--- config.mk ---
export PLATFORM = sky130hd
export DESIGN_NAME = battery_level_and_current_monitor_top_flat
export DESIGN_NICKNAME = d
export VERILOG_FILES = /design/src/hdl/bmon_pkg.sv /design/src/hdl/bmon_if.sv /design/src/hdl/bmon_cfg.sv /design/src/hdl/bmon_core.sv /design/src/hdl/battery_level_and_current_monitor_top.sv /design/src/flat_wrapper.sv
export SDC_FILE = /design/constraint.sdc
export NUM_CORES = 1
export LEC_CHECK = 0
export BUFFER_PORTS_ARGS = -buffer_cell sky130_fd_sc_hd__buf_2
export CAP_MARGIN = 20
export CELL_PAD_IN_SITES_DETAIL_PLACEMENT = 0
export CELL_PAD_IN_SITES_GLOBAL_PLACEMENT = 1
export CORE_ASPECT_RATIO = 0.7
export CORE_MARGIN = 2
export CORE_UTILIZATION = 40
export CTS_CLUSTER_DIAMETER = 40
export DETAILED_ROUTE_END_ITERATION = 6
export PLACE_DENSITY_LB_ADDON = 0.25
export REMOVE_ABC_BUFFERS = 1
export SYNTH_ARGS = -nofsm -noshare
export SYNTH_HDL_FRONTEND = slang
export SYNTH_HIERARCHICAL = 1
export SYNTH_SLANG_ARGS = --single-unit
--- constraint.sdc ---
create_clock -name clk_i -period 2.8 [get_ports clk_i]
set_input_delay 0.56 -clock clk_i [delete_from_list [all_inputs] [get_ports clk_i]]
set_output_delay 0.56 -clock clk_i [all_outputs]
set_load 0.1 [all_outputs]
--- src/hdl/bmon_pkg.sv ---
// Package with the shared types, register map and constants of the battery monitor.
`timescale 1ns / 1ps
package bmon_pkg;

  localparam int unsigned VoltW = 12;
  localparam int unsigned CurW = 10;
  localparam int unsigned LevelW = 3;
  localparam int unsigned TimeoutW = 8;
  localparam int unsigned ApbAddrW = 5;
  localparam int unsigned ApbDataW = 32;

  localparam logic [TimeoutW-1:0] TickStep = TimeoutW'(1);
  localparam logic [CurW-1:0] ZeroCurrentCode = CurW'(775);
  localparam logic [TimeoutW-1:0] TimeoutMax = '1;

  localparam logic [LevelW-1:0] LevelEmpty = LevelW'(0);
  localparam logic [LevelW-1:0] LevelFull = LevelW'(5);

  typedef enum logic {
    OP_SAMPLE = 1'b0,
    OP_DISPLAY = 1'b1
  } op_e;

  typedef enum logic [2:0] {
    REG_ESTOP = 3'd0,
    REG_CRITICAL = 3'd1,
    REG_LEVEL20 = 3'd2,
    REG_LEVEL40 = 3'd3,
    REG_LEVEL60 = 3'd4,
    REG_LEVEL80 = 3'd5,
    REG_TIMEOUT = 3'd6,
    REG_ALARM = 3'd7
  } reg_e;

  typedef struct packed {
    logic [VoltW-1:0] estop_threshold;
    logic [VoltW-1:0] critical_threshold;
    logic [VoltW-1:0] level20_threshold;
    logic [VoltW-1:0] level40_threshold;
    logic [VoltW-1:0] level60_threshold;
    logic [VoltW-1:0] level80_threshold;
    logic [TimeoutW-1:0] low_battery_timeout;
    logic [CurW-1:0] alarm_current_counts;
  } cfg_t;

  typedef struct packed {
    logic opcode;
    logic [VoltW-1:0] voltage;
    logic [CurW-1:0] current_code;
  } item_t;

  typedef struct packed {
    logic [LevelW-1:0] battery_level;
    logic emergency_stop;
    logic blink_phase;
    logic [CurW-1:0] current_magnitude;
    logic over_current;
    logic continuous_beep;
    logic short_beep;
  } result_t;

endpackage

--- src/hdl/bmon_if.sv ---
// Valid/ready channel interfaces for the input words and the result words.
`timescale 1ns / 1ps
interface bmon_in_if;
  import bmon_pkg::*;

  logic valid;
  logic ready;
  logic opcode;
  logic [VoltW-1:0] voltage;
  logic [CurW-1:0] current_code;

  modport source (output valid, output opcode, output voltage, output current_code,
                  input ready);
  modport sink (input valid, input opcode, input voltage, input current_code,
                output ready);
endinterface

interface bmon_out_if;
  import bmon_pkg::*;

  logic valid;
  logic ready;
  logic [LevelW-1:0] battery_level;
  logic emergency_stop;
  logic blink_phase;
  logic [CurW-1:0] current_magnitude;
  logic over_current;
  logic continuous_beep;
  logic short_beep;

  modport source (output valid, output battery_level, output emergency_stop,
                  output blink_phase, output current_magnitude, output over_current,
                  output continuous_beep, output short_beep, input ready);
  modport sink (input valid, input battery_level, input emergency_stop,
                input blink_phase, input current_magnitude, input over_current,
                input continuous_beep, input short_beep, output ready);
endinterface

--- src/hdl/bmon_cfg.sv ---
// APB register file holding the thresholds, timeout and alarm level.
`timescale 1ns / 1ps
module bmon_cfg (
  input  logic                          clk_i,
  input  logic                          rst_ni,
  input  logic                          psel,
  input  logic                          penable,
  input  logic                          pwrite,
  input  logic [bmon_pkg::ApbAddrW-1:0] paddr,
  input  logic [bmon_pkg::ApbDataW-1:0] pwdata,
  output logic [bmon_pkg::ApbDataW-1:0] prdata,
  output logic                          pready,
  output bmon_pkg::cfg_t                cfg_o
);
  import bmon_pkg::*;

  cfg_t cfg_q;
  logic wr_en;
  reg_e idx;

  assign pready = 1'b1;
  assign wr_en = psel & penable & pwrite;
  assign idx = reg_e'(paddr[ApbAddrW-1:2]);
  assign cfg_o = cfg_q;

  always_ff @(posedge clk_i or negedge rst_ni) begin
    if (!rst_ni) begin
      cfg_q.estop_threshold <= '0;
      cfg_q.critical_threshold <= '0;
      cfg_q.level20_threshold <= '0;
      cfg_q.level40_threshold <= '0;
      cfg_q.level60_threshold <= '0;
      cfg_q.level80_threshold <= '0;
      cfg_q.low_battery_timeout <= TimeoutW'(255);
      cfg_q.alarm_current_counts <= CurW'(86);
    end else if (wr_en) begin
      unique case (idx)
        REG_ESTOP: cfg_q.estop_threshold <= pwdata[VoltW-1:0];
        REG_CRITICAL: cfg_q.critical_threshold <= pwdata[VoltW-1:0];
        REG_LEVEL20: cfg_q.level20_threshold <= pwdata[VoltW-1:0];
        REG_LEVEL40: cfg_q.level40_threshold <= pwdata[VoltW-1:0];
        REG_LEVEL60: cfg_q.level60_threshold <= pwdata[VoltW-1:0];
        REG_LEVEL80: cfg_q.level80_threshold <= pwdata[VoltW-1:0];
        REG_TIMEOUT: cfg_q.low_battery_timeout <= pwdata[TimeoutW-1:0];
        REG_ALARM: cfg_q.alarm_current_counts <= pwdata[CurW-1:0];
        default: ;
      endcase
    end
  end

  always_comb begin
    prdata = '0;
    unique case (idx)
      REG_ESTOP: prdata = ApbDataW'(cfg_q.estop_threshold);
      REG_CRITICAL: prdata = ApbDataW'(cfg_q.critical_threshold);
      REG_LEVEL20: prdata = ApbDataW'(cfg_q.level20_threshold);
      REG_LEVEL40: prdata = ApbDataW'(cfg_q.level40_threshold);
      REG_LEVEL60: prdata = ApbDataW'(cfg_q.level60_threshold);
      REG_LEVEL80: prdata = ApbDataW'(cfg_q.level80_threshold);
      REG_TIMEOUT: prdata = ApbDataW'(cfg_q.low_battery_timeout);
      REG_ALARM: prdata = ApbDataW'(cfg_q.alarm_current_counts);
      default: prdata = '0;
    endcase
  end

endmodule

--- src/hdl/bmon_core.sv ---
// Monitor state and the per-word level, timeout, current and beep logic.
`timescale 1ns / 1ps
module bmon_core (
  input  logic              clk_i,
  input  logic              rst_ni,
  input  logic              fire_i,
  input  bmon_pkg::item_t   item_i,
  input  bmon_pkg::cfg_t    cfg_i,
  output bmon_pkg::result_t res_o
);
  import bmon_pkg::*;

  logic [LevelW-1:0] level_q, level_d;
  logic stop_q, stop_d;
  logic [TimeoutW-1:0] tcount_q, tcount_d;
  logic [CurW-1:0] lowest_q, lowest_d;
  logic blink_q, blink_d;
  logic [CurW-1:0] mag_q, mag_d;

  logic [TimeoutW:0] tsum;
  logic [TimeoutW-1:0] tsat;
  logic over, cbeep, sbeep;

  assign tsum = {1'b0, tcount_q} + {1'b0, TickStep};
  assign tsat = tsum[TimeoutW] ? TimeoutMax : tsum[TimeoutW-1:0];

  always_comb begin
    level_d = level_q;
    stop_d = stop_q;
    tcount_d = tcount_q;
    lowest_d = lowest_q;
    blink_d = blink_q;
    mag_d = mag_q;
    over = 1'b0;
    cbeep = 1'b0;
    sbeep = 1'b0;
    unique case (op_e'(item_i.opcode))
      OP_SAMPLE: begin
        stop_d = 1'b0;
        if (item_i.current_code < lowest_q) begin
          lowest_d = item_i.current_code;
        end
        if (item_i.voltage < cfg_i.estop_threshold) begin
          tcount_d = '0;
          stop_d = 1'b1;
        end else if (item_i.voltage < cfg_i.critical_threshold) begin
          if (tsat > cfg_i.low_battery_timeout) begin
            tcount_d = '0;
            level_d = LevelEmpty;
          end else begin
            tcount_d = tsat;
          end
        end else begin
          tcount_d = '0;
          priority if (item_i.voltage < cfg_i.level20_threshold) level_d = LevelW'(1);
          else if (item_i.voltage < cfg_i.level40_threshold) level_d = LevelW'(2);
          else if (item_i.voltage < cfg_i.level60_threshold) level_d = LevelW'(3);
          else if (item_i.voltage < cfg_i.level80_threshold) level_d = LevelW'(4);
          else level_d = LevelFull;
        end
      end
      OP_DISPLAY: begin
        blink_d = ~blink_q;
        mag_d = (lowest_q < ZeroCurrentCode) ? ZeroCurrentCode - lowest_q : '0;
        lowest_d = ZeroCurrentCode;
        over = mag_d > cfg_i.alarm_current_counts;
        cbeep = level_q == LevelEmpty;
        sbeep = stop_q & blink_d;
      end
      default: ;
    endcase
  end

  always_ff @(posedge clk_i or negedge rst_ni) begin
    if (!rst_ni) begin
      level_q <= LevelFull;
      stop_q <= 1'b0;
      tcount_q <= '0;
      lowest_q <= ZeroCurrentCode;
      blink_q <= 1'b0;
      mag_q <= '0;
    end else if (fire_i) begin
      level_q <= level_d;
      stop_q <= stop_d;
      tcount_q <= tcount_d;
      lowest_q <= lowest_d;
      blink_q <= blink_d;
      mag_q <= mag_d;
    end
  end

  assign res_o.battery_level = level_d;
  assign res_o.emergency_stop = stop_d;
  assign res_o.blink_phase = blink_d;
  assign res_o.current_magnitude = mag_d;
  assign res_o.over_current = over;
  assign res_o.continuous_beep = cbeep;
  assign res_o.short_beep = sbeep;

endmodule

--- src/hdl/battery_level_and_current_monitor_top.sv ---
// Top level of the battery level and current monitor.
`timescale 1ns / 1ps
// Each input word gives exactly one result word. A word passes an input register; the monitor
// logic then updates its state and loads the result register once that register is free or
// being read, and one word can be taken every cycle as long as the output is not stalled.
// While a finished result waits in the result register, the input register can still
// take one word if it is empty. Registers sit on the APB port at byte address 4 times their
// index and may be written only while no word is in flight.
module battery_level_and_current_monitor_top (
  input  logic                          clk_i,
  input  logic                          rst_ni,
  bmon_in_if.sink                       in_if,
  bmon_out_if.source                    out_if,
  input  logic                          psel,
  input  logic                          penable,
  input  logic                          pwrite,
  input  logic [bmon_pkg::ApbAddrW-1:0] paddr,
  input  logic [bmon_pkg::ApbDataW-1:0] pwdata,
  output logic [bmon_pkg::ApbDataW-1:0] prdata,
  output logic                          pready
);
  import bmon_pkg::*;

  cfg_t cfg;
  item_t item_q;
  logic in_valid_q;
  result_t res, res_q;
  logic out_valid_q;
  logic advance, fire;

  bmon_cfg u_cfg (
    .clk_i   (clk_i),
    .rst_ni  (rst_ni),
    .psel    (psel),
    .penable (penable),
    .pwrite  (pwrite),
    .paddr   (paddr),
    .pwdata  (pwdata),
    .prdata  (prdata),
    .pready  (pready),
    .cfg_o   (cfg)
  );

  assign advance = ~out_valid_q | out_if.ready;
  assign fire = advance & in_valid_q;
  assign in_if.ready = ~in_valid_q | advance;

  always_ff @(posedge clk_i or negedge rst_ni) begin
    if (!rst_ni) begin
      in_valid_q <= 1'b0;
    end else if (in_if.ready) begin
      in_valid_q <= in_if.valid;
    end
  end

  always_ff @(posedge clk_i) begin
    if (in_if.ready && in_if.valid) begin
      item_q.opcode <= in_if.opcode;
      item_q.voltage <= in_if.voltage;
      item_q.current_code <= in_if.current_code;
    end
  end

  bmon_core u_core (
    .clk_i  (clk_i),
    .rst_ni (rst_ni),
    .fire_i (fire),
    .item_i (item_q),
    .cfg_i  (cfg),
    .res_o  (res)
  );

  always_ff @(posedge clk_i or negedge rst_ni) begin
    if (!rst_ni) begin
      out_valid_q <= 1'b0;
    end else if (advance) begin
      out_valid_q <= in_valid_q;
    end
  end

  always_ff @(posedge clk_i) begin
    if (fire) begin
      res_q <= res;
    end
  end

  assign out_if.valid = out_valid_q;
  assign out_if.battery_level = res_q.battery_level;
  assign out_if.emergency_stop = res_q.emergency_stop;
  assign out_if.blink_phase = res_q.blink_phase;
  assign out_if.current_magnitude = res_q.current_magnitude;
  assign out_if.over_current = res_q.over_current;
  assign out_if.continuous_beep = res_q.continuous_beep;
  assign out_if.short_beep = res_q.short_beep;

endmodule

--- src/flat_wrapper.sv ---
// flat-port wrapper written by rule: the top's interface ports become plain ports
module battery_level_and_current_monitor_top_flat import bmon_pkg::*;
  (clk_i, rst_ni, psel, penable, pwrite, paddr, pwdata, prdata, pready, in_if_valid, in_if_opcode, in_if_voltage, in_if_current_code, in_if_ready, out_if_valid, out_if_battery_level, out_if_emergency_stop, out_if_blink_phase, out_if_current_magnitude, out_if_over_current, out_if_continuous_beep, out_if_short_beep, out_if_ready);
  bmon_in_if in_if_i ();
  bmon_out_if out_if_i ();
  input  logic clk_i;
  input  logic rst_ni;
  input  logic psel;
  input  logic penable;
  input  logic pwrite;
  input  logic [bmon_pkg::ApbAddrW-1:0] paddr;
  input  logic [bmon_pkg::ApbDataW-1:0] pwdata;
  output logic [bmon_pkg::ApbDataW-1:0] prdata;
  output logic pready;
  input wire logic [$bits(in_if_i.valid)-1:0] in_if_valid;
  input wire logic [$bits(in_if_i.opcode)-1:0] in_if_opcode;
  input wire logic [$bits(in_if_i.voltage)-1:0] in_if_voltage;
  input wire logic [$bits(in_if_i.current_code)-1:0] in_if_current_code;
  output wire logic [$bits(in_if_i.ready)-1:0] in_if_ready;
  output wire logic [$bits(out_if_i.valid)-1:0] out_if_valid;
  output wire logic [$bits(out_if_i.battery_level)-1:0] out_if_battery_level;
  output wire logic [$bits(out_if_i.emergency_stop)-1:0] out_if_emergency_stop;
  output wire logic [$bits(out_if_i.blink_phase)-1:0] out_if_blink_phase;
  output wire logic [$bits(out_if_i.current_magnitude)-1:0] out_if_current_magnitude;
  output wire logic [$bits(out_if_i.over_current)-1:0] out_if_over_current;
  output wire logic [$bits(out_if_i.continuous_beep)-1:0] out_if_continuous_beep;
  output wire logic [$bits(out_if_i.short_beep)-1:0] out_if_short_beep;
  input wire logic [$bits(out_if_i.ready)-1:0] out_if_ready;
  assign in_if_i.valid = in_if_valid;
  assign in_if_i.opcode = in_if_opcode;
  assign in_if_i.voltage = in_if_voltage;
  assign in_if_i.current_code = in_if_current_code;
  assign in_if_ready = in_if_i.ready;
  assign out_if_valid = out_if_i.valid;
  assign out_if_battery_level = out_if_i.battery_level;
  assign out_if_emergency_stop = out_if_i.emergency_stop;
  assign out_if_blink_phase = out_if_i.blink_phase;
  assign out_if_current_magnitude = out_if_i.current_magnitude;
  assign out_if_over_current = out_if_i.over_current;
  assign out_if_continuous_beep = out_if_i.continuous_beep;
  assign out_if_short_beep = out_if_i.short_beep;
  assign out_if_i.ready = out_if_ready;
  battery_level_and_current_monitor_top u_core (.clk_i(clk_i), .rst_ni(rst_ni), .in_if(in_if_i), .out_if(out_if_i), .psel(psel), .penable(penable), .pwrite(pwrite), .paddr(paddr), .pwdata(pwdata), .prdata(prdata), .pready(pready));
endmodule
Word-level counts from Yosys, hierarchy flattened
Index checks and enable logic that the tools add are counted.
Storage, ports and cells
  input bits: 67
  bits in registers: 166
  word-level logic and storage cells: 89
Operators by class
  equal/unequal tests: 8
  reduce and logical (&&, ||, !) cells: 13
  multiplexer cells: 20
  bitwise operators: 10
  add/subtract/negate cells: 2
  order comparisons: 10
Operators by type and width (number)
  case mux 32 bit (8 select lines): 1
  less-than comparator 12 bit: 6
  two-way mux 8 bit: 4
  two-way mux 10 bit: 3
  two-way mux 3 bit: 7
  case mux 10 bit (2 select lines): 1
  AND reduction 2 bit: 10
  == test 3 bit, second input constant: 4
  > comparator 10 bit: 1
  less-than comparator 10 bit: 1
  less-than comparator 10 bit, second input constant: 1
  subtractor 10 bit, first input constant: 1
  adder 8 x 1 -> 9 bit, second input constant: 1
  > comparator 8 bit: 1
  == test 3 x 2 -> 1 bit, second input constant: 2
  zero test 3 bit: 2
  bitwise AND 1 bit: 4
  two-way mux 1 bit: 4
  inverter 1 bit: 4
  == test 3 x 1 -> 1 bit, second input constant: 1
  inequality test 2 bit, second input constant: 1
  OR 1 bit: 2
  logical AND 1 bit: 1

Logic depth before layout (Yosys ltp)
Gate-level depths: netlist (run 1).
  depth in word-level cells: 8
  gate-level depth with buffers: 14
  depth with buffers taken out: 12

Hierarchy
The synthesis (run 1) kept the hierarchy.
By module, submodules not included
  bmon_cfg: times used 1, area each 4395.5 um^2, sequential area each 2267.2 um^2, cells an instance 340
  bmon_core: times used 1, area each 4240.3 um^2, sequential area each 834.6 um^2, cells an instance 511
  battery_level_and_current_monitor_top: times used 1, area each 1335.0 um^2, sequential area each 1281.2 um^2, cells an instance 49

Least setup slack after synthesis (run 1)
OpenSTA, ideal clock, no wires.
  path type: input to output
  from: input paddr[3] in the netlist's numbering
  to: output prdata[2] in the netlist's numbering
  setup slack: -478 ps
  data required time: 2240 ps
  cell stages on the path: 6
  arrival time: 2718 ps
  cells stage by stage: buf_2 > buf_4 > mux2i_1 > nand2_1 > nand3_1 > a31oi_1
Between the ends
  word-level cells in the longest chain between the ends: 2
  elaborated cells on any way between the ends: 9
  those cells by class: eq/ne (7); mux (1); reduce/logical (1)
RTL lines
  start: declaration: RTL line flat_wrapper.sv:11  | input logic [bmon_pkg::ApbAddrW-1:0] paddr;
  == test 3 bit (tied with other cells): RTL line bmon_cfg.sv:53  | unique case (idx)
  case mux 32 bit (8 select lines) (*): RTL line bmon_cfg.sv:53
  end: declaration: RTL line flat_wrapper.sv:13  | output logic [bmon_pkg::ApbDataW-1:0] prdata;
Every way passes the cells marked *; elsewhere a longest branch is shown, timed or not. The select of a mux whose other input is x is not followed.

Worst setup path after layout (run 1)
  from: register u_core.u_core.lowest_q[7]
  to: register u_core.res_q, in the netlist u_core/out_if.over_current (data pin)
Between the ends
  word-level cells in the longest chain between the ends: 3
  elaborated cells on any way between the ends: 4
  those cells by class: add/sub (1); order compare (2); mux (1)
RTL lines
  start: declaration: RTL line bmon_core.sv:16  | logic [CurW-1:0] lowest_q, lowest_d;
  start signal: assignment: RTL line bmon_core.sv:79  | lowest_q <= ZeroCurrentCode;
  start signal: assignment: RTL line bmon_core.sv:86  | lowest_q <= lowest_d;
  subtractor 10 bit or less-than comparator 10 bit (tied branches): RTL line bmon_core.sv:64  | mag_d = (lowest_q < ZeroCurrentCode) ? ZeroCurrentCode - lowest_q : '0;
  two-way mux 10 bit (*): RTL line bmon_core.sv:64
  > comparator 10 bit (*): RTL line bmon_core.sv:66  | over = mag_d > cfg_i.alarm_current_counts;
  end signal: assignment: RTL line battery_level_and_current_monitor_top.sv:83  | res_q <= res;
  end: declaration: RTL line battery_level_and_current_monitor_top.sv:27  | result_t res, res_q;
Every way passes the cells marked *; elsewhere a longest branch is shown, timed or not.
A chain may end at the register's enable or synchronous reset.

==> results.yml, run 1 <==
min_path:
  hp-class: "in -> reg"
timing:
  worst_slack_ns: 0.0586
  fin_crit_sh_pct: 97.9
  hold_viol_final: 0
  setup_tns_ns: 0
  setup_viol: 0
  slew_viol_final: 0
  holdWs_ns: 0.288
  relSlewSlack_pct: 48.7
  finalClockSkew_ns: 0.0105
  period_needed_ns: 2.74
  tightest_slew_ns: 0.766
  fmax_ghz: 0.365
synth:
  syn_inst: 900
  synthTopCellsByArea: "dfrtp_1 (27%), edfxtp_1 (12%), ha_1 (12%), mux2_2 (11%), dfstp_2 (5.0%)"
  synth_edf_count: 41
  yosys-top-cells-count: "dfrtp_1 (106), inv_1 (99), ha_1 (95)"
  syn_area_per_cell_um2: 11.1
  netlist_area_um2: 9970
  yosysWarningCount: 6
  synth_top_area_share_pct: 26.6
  synth_cell_type_count: 72
  synthArstFlopShare_pct: 75.3
  yosysTopAreaCell: "dfrtp_1"
  ys.flop_type: "dfrtp_1"
  seq_area_frac_synth_pct: 44.0
  ys_ff_latch: 166
  synth_most_common_cell: "dfrtp_1"
worst_setup_path:
  cp_max_fo: 5
  cp.arrival_ns: 2.94
  critical_path.cell_chain: "nor3_2 -> nand3_2 -> a31oi_2 -> nor3_2 -> buf_4 -> nor2_1 -> ha_1 -> and3_4 -> a221o_1 -> a211oi_2 -> nor2_1"
  cp-end-kind: "flop"
  cp_slowest_cell: "dfrtp_1"
  crit_type: "reg -> reg"
  slowest_delay_ns: 0.40
  cp-start-kind: "flop"
  crit_required_ns: 3.00
global_route:
  grt_pass1_vias: 6998
  overflow: 0
  grt_max_degree: 78
  grt_pass1_wl_mm: 42.0
  grt.total_usage_pct: 21.8
  grt_antenna_before_repair: 1
clocking:
  tritoncts: "yes"
  cts_buffers: 17
  cts_buffer_depth: 2
  htree_levels: 4
  clk_latency_ns: 0.44
  cts_root_buffer: "clkbuf_16"
  cts_sinks: 166
  cts.clk_slew.worst_paths_ns: 0.07
placement:
  placed_area_um2: 11300
  place_congestion: 0.835
  hpwl_mm: 20.6
  port_buffers: 76
  pre_cts_ws_ns: -0.202
  placedCellCount: 1345
route:
  finalWirelength_mm: 27.8
  vias_per_cell: 5.24
  drt_iter0_markers: 369
  num_vias: 7274
  drc: 0
  wl_per_cell_um: 20.0
  first_pass_iters: 5
  ant_nets: 0
die:
  start_util_pct: 40.6
  die_x_um: 193
  io_pins: 120
  die-area_um2: 26200
  die_h_um: 136
  core_um2: 24600
  rows: 48
job:
  cap_viol_max_count: 0
cells_and_area:
  final_util_pct: 49.7
  layout-drive-gt1-share_pct: 34.7
  area_growth_pct: 22.5
  final_area_um2: 12200
  fill_cells: 2269
  stdcell_count: 1388
  nets: 1212
  antenna_cells: 0
power:
  intPower_mw: 6.13
  sw_frac_of_total_pct: 37.5
  combPwrFrac_pct: 38.3
  p_leak_nw: 5.65
  p_clk_share_pct: 27.1
  power_mw: 9.81
  seqPwrFrac_pct: 34.6
  peakVddDrop_uv: 699
  p_sw_mw: 3.68
  power_density_nw_per_um2: 803
status:
  status: "finished clean"
[layout make-up]
| type | count | area (um2) | area share (%) |
|---|---|---|---|
| multi-input cells | 603 | 5120 | 42.0 |
| inverters | 99 | 372 | 3.04 |
| well taps | 325 | 407 | 3.33 |
| flip-flops and latches | 166 | 4380 | 35.9 |
| clock inverters | 15 | 226 | 1.85 |
| repair buffers | 163 | 1280 | 10.4 |
| clock buffers | 17 | 425 | 3.48 |
[state kept, by name, summed over array words and instances (netlist names)]
register,flops
u_core/u_cfg/cfg_o,90
u_core/item_q,23
u_core/out_if.current_magnitude,10
u_core/u_core/lowest_q,10
u_core/u_core/mag_q,10
u_core/u_core/tcount_q,8
u_core/out_if.battery_level,3
u_core/u_core/level_q,3
u_core/in_valid_q,1
u_core/out_if.blink_phase,1
u_core/out_if.continuous_beep,1
u_core/out_if.emergency_stop,1
u_core/out_if.over_current,1
u_core/out_if.short_beep,1
u_core/out_if.valid,1
u_core/u_core/blink_q,1
u_core/u_core/stop_q,1
[worst max-delay path, delay by kind of cell (launching register included)]
| family | cells | cell delay (ns) |
|---|---|---|
| and+or+nand+nor | 6 | 0.93 |
| AOI/OAI and AO/OA | 3 | 0.71 |
| DFF | 1 | 0.40 |
| adders and majority gates | 1 | 0.30 |
| buffers and inverters | 1 | 0.16 |
[timing repair]
item / 4_1_cts / 5_1_grt
hold buffers: 1 / 0
endpoints found under the hold margin: 3 / 0
pin swaps: 2 / 17
buffers inserted: 0 / 10
resized for setup: 8 / 35
endpoints found under the setup margin: 13 / 13
[path summary, 6_finish.rpt]
kind,cells after the start,slack [ns],end,start
min in group asynchronous,2,0.47,u_core/in_valid_q,rst_ni
worst min register to register,2,0.48,u_core/u_core/mag_q[3],u_core/u_core/mag_q[3]
worst max-delay path,11,0.06,u_core/out_if.over_current,u_core/u_core/lowest_q[7]
worst max register to register,11,0.06,u_core/out_if.over_current,u_core/u_core/lowest_q[7]
worst min-delay path,1,0.29,u_core/item_q[17],in_if_voltage[7]
max in group asynchronous,3,1.66,u_core/u_cfg/cfg_o[4],rst_ni
[kinds of logic after synthesis]
family                     count (synthesis)  share of synthesized area, %
AOI/OAI and AO/OA                        162                          11.4
buffers and inverters                    150                          7.22
xor gates and xnor gates                   5                         0.439
and+or+nand+nor                          194                          10.7
DFF                                      166                          44.0
other                                      2                        0.0753
adders and majority gates                 95                          11.9
muxes                                    126                          14.3
[layout by cell type, fill, tap and decap left out, drive strengths merged, types with 6 or more instances in the layout]
cell type  Yosys  final
buf           47    162
dfrtp        106    106
mux2         103    103
inv           99    102
ha            95     95
nand2         56     56
edfxtp        41     41
nor2          36     36
a21oi         32     32
o21ai         31     31
mux2i         23     23
conb           2     21
nand2b        20     20
dfstp         19     19
a21o          18     18
nand3         18     18
clkbuf         4     17
a211oi        17     17
o22ai         12     12
nand4         11     11
nor3          10     10
o32a           8      8
nor2b          8      8
o22a           6      6
nand3b         6      6
and3           6      6
[power by group through the flow]
stage | Clock (mW) | Combinational [mW] | Sequential [mW]
floorplan | 0 | 2.00 | 3.78
global placement | 0 | 3.49 | 3.42
detailed placement | 0 | 3.54 | 3.43
CTS | 2.71 | 3.58 | 3.39
global route | 2.82 | 4.07 | 3.46
finish | 2.66 | 3.76 | 3.40
[per-layer routing]
metal	part of all wire (%)	up-vias	track usage, %
li1	-	3496	-
met1	53	3616	34.8
met2	42	150	30.4
met3	4.7	10	4.03
met4	0.50	2	3.99
met5	0.043	-	0
Power figures use the tool's default switching activity.
==> run 2, diff against run 1 <==
Settings changed: CORE_UTILIZATION 40 to 43, SETUP_SLACK_MARGIN from default to 0.3.
==> results.yml, run 2 (same netlist as run 1, synthesis figures left out) <==
status:
  status: "finished clean"
worst_setup_path:
  cp_slowest_cell: "dfrtp_1"
  cp-end-kind: "flop"
  cp_max_fo: 5
  crit_required_ns: 2.98
  cp.arrival_ns: 2.98
  cp-start-kind: "flop"
  crit_type: "reg -> reg"
  crit_family: "compound AO/OA/AOI/OAI gates"
  cp_num_buf_inv: 2
  slowest_delay_ns: 0.38
  critical_path.cell_chain: "ha_2 -> and3_4 -> mux2_4 -> ha_4 -> nand4_1 -> a31oi_2 -> a211oi_2 -> buf_4 -> o221ai_2 -> buf_6 -> nand2_4 -> a32o_2"
route:
  drt_iter0_markers: 526
  vias_per_cell: 5.33
  first_pass_iters: 5
  drc: 0
  ant_nets: 0
  finalWirelength_mm: 27.2
  num_vias: 7319
  wl_per_cell_um: 19.8
die:
  start_util_pct: 43.9
  rows: 46
  die-area_um2: 24400
  core_um2: 22700
  die_h_um: 131
  die_x_um: 186
  io_pins: 120
timing:
  period_needed_ns: 2.79
  hold_viol_final: 0
  holdWs_ns: 0.0665
  slew_viol_final: 0
  rsz0062_at_grt: "yes"
  finalClockSkew_ns: 0.00783
  fin_crit_sh_pct: 99.7
  setup_viol: 0
  relSlewSlack_pct: 47.4
  fmax_ghz: 0.358
  tightest_slew_ns: 0.778
global_route:
  grt_pass1_vias: 7066
  grt.total_usage_pct: 23.0
  grt_antenna_before_repair: 1
  grt_max_degree: 59
  grt_pass1_wl_mm: 41.7
  overflow: 0
cells_and_area:
  largest_reg_flops: 90
  antenna_cells: 0
  final_cell_mix: "dfrtp_1 (106), inv_1 (97), mux2_2 (91), ha_1 (88), buf_4 (73)"
  final_common_cell: "dfrtp_1"
  fill_cells: 1980
  nets: 1211
  layout-drive-gt1-share_pct: 36.5
  final_area_um2: 12300
  area_growth_pct: 23.7
min_path:
  hp-class: "in -> async"
power:
  peakVddDrop_uv: 470
  p_leak_nw: 5.66
  power_density_nw_per_um2: 800
placement:
  place_congestion: 0.818
  hpwl_mm: 20.0
  port_buffers: 76
  placed_area_um2: 11200
clocking:
  clk_latency_ns: 0.44
  cts_buffer_depth: 2
  htree_levels: 4
  tritoncts: "yes"
  cts_root_buffer: "clkbuf_16"
  cts_buffers: 17
  cts_sinks: 166
  cts.clk_slew.worst_paths_ns: 0.07
job:
  cap_viol_max_count: 0
## run 2: changes by cell type in the layout (fill, tap and decap cells not counted), sizes merged
cell | previous run | this run
buf | 162 | 158
clkbuf | 17 | 21
bufinv | 5 | 3
clkinv | 4 | 2
clkinvlp | 3 | 4
dlygate4sd3 | 1 | 0
inv | 102 | 103
nor3 | 10 | 11
o41a | 1 | 2
## run 2: worst paths after layout
check                                          start                              to  slack, ns  depth (start not counted)
max                        u_core/u_core/tcount_q[1]  u_core/out_if.battery_level[0]      0.008                         12
min                                           rst_ni          u_core/u_cfg/cfg_o[65]       0.07                          1
max reg2reg                u_core/u_core/tcount_q[1]  u_core/out_if.battery_level[0]      0.008                         12
min reg2reg                   u_core/u_core/mag_q[6]          u_core/u_core/mag_q[6]       0.48                          2
max in group asynchronous                     rst_ni          u_core/u_cfg/cfg_o[10]       2.00                          2
min in group clk_i                  in_if_voltage[3]               u_core/item_q[13]       0.29                          1
## run 2: final cells by class
class                   instances  area (um2)  share of cell area, %
clock inverters                13         171                   1.39
multi-input cells             605        5310                   43.0
well taps                     312         390                   3.16
inverters                      99         372                   3.01
repair buffers                160        1280                   10.4
clock buffers                  19         433                   3.51
flip-flops and latches        166        4380                   35.5
## run 2: power breakdown
group          switching, mW  internal [mW]
clock                   1.05           1.42
sequential             0.354           3.04
combinational           2.36           1.63
## run 2: worst reg2reg max path, stage by stage, from the launching register on
cell	delay, ns
dfrtp_1	0.38
ha_2	0.20
and3_4	0.20
mux2_4	0.32
ha_4	0.28
nand4_1	0.13
a31oi_2	0.20
a211oi_2	0.07
buf_4	0.14
o221ai_2	0.15
buf_6	0.17
nand2_4	0.07
a32o_2	0.23
## run 2: stage by stage
step                std cells  power, mW  utilization [%]  setup WS, ns  TNS (ns)
finish                   1374       9.86             54.3       0.00837         0
global route             1374       10.4             54.3       -0.0808    -0.411
CTS                      1365       9.64             53.0        0.0882         0
detailed placement       1327       6.91             49.3        -0.178     -1.61
global placement         1327       6.86             49.3        -0.172     -1.66
floorplan                 868       5.78                -        -0.287     -1.07
## run 2: per-layer routing
layer  part of all wire (%)  track usage, %
met2                     41            31.2
met4                    1.3            5.77
met5                      0               0
met1                     53            36.7
met3                    4.7            4.38
## run 2: what timing repair did
item                       in CTS  in global routing
hold endpoints to repair        0                  0
cloned                          0                  2
hold buffers                    0                  0
setup endpoints to repair      25                 36
gates resized for setup        41                 44
setup buffers                   6                  7
pin swaps                      17                 22
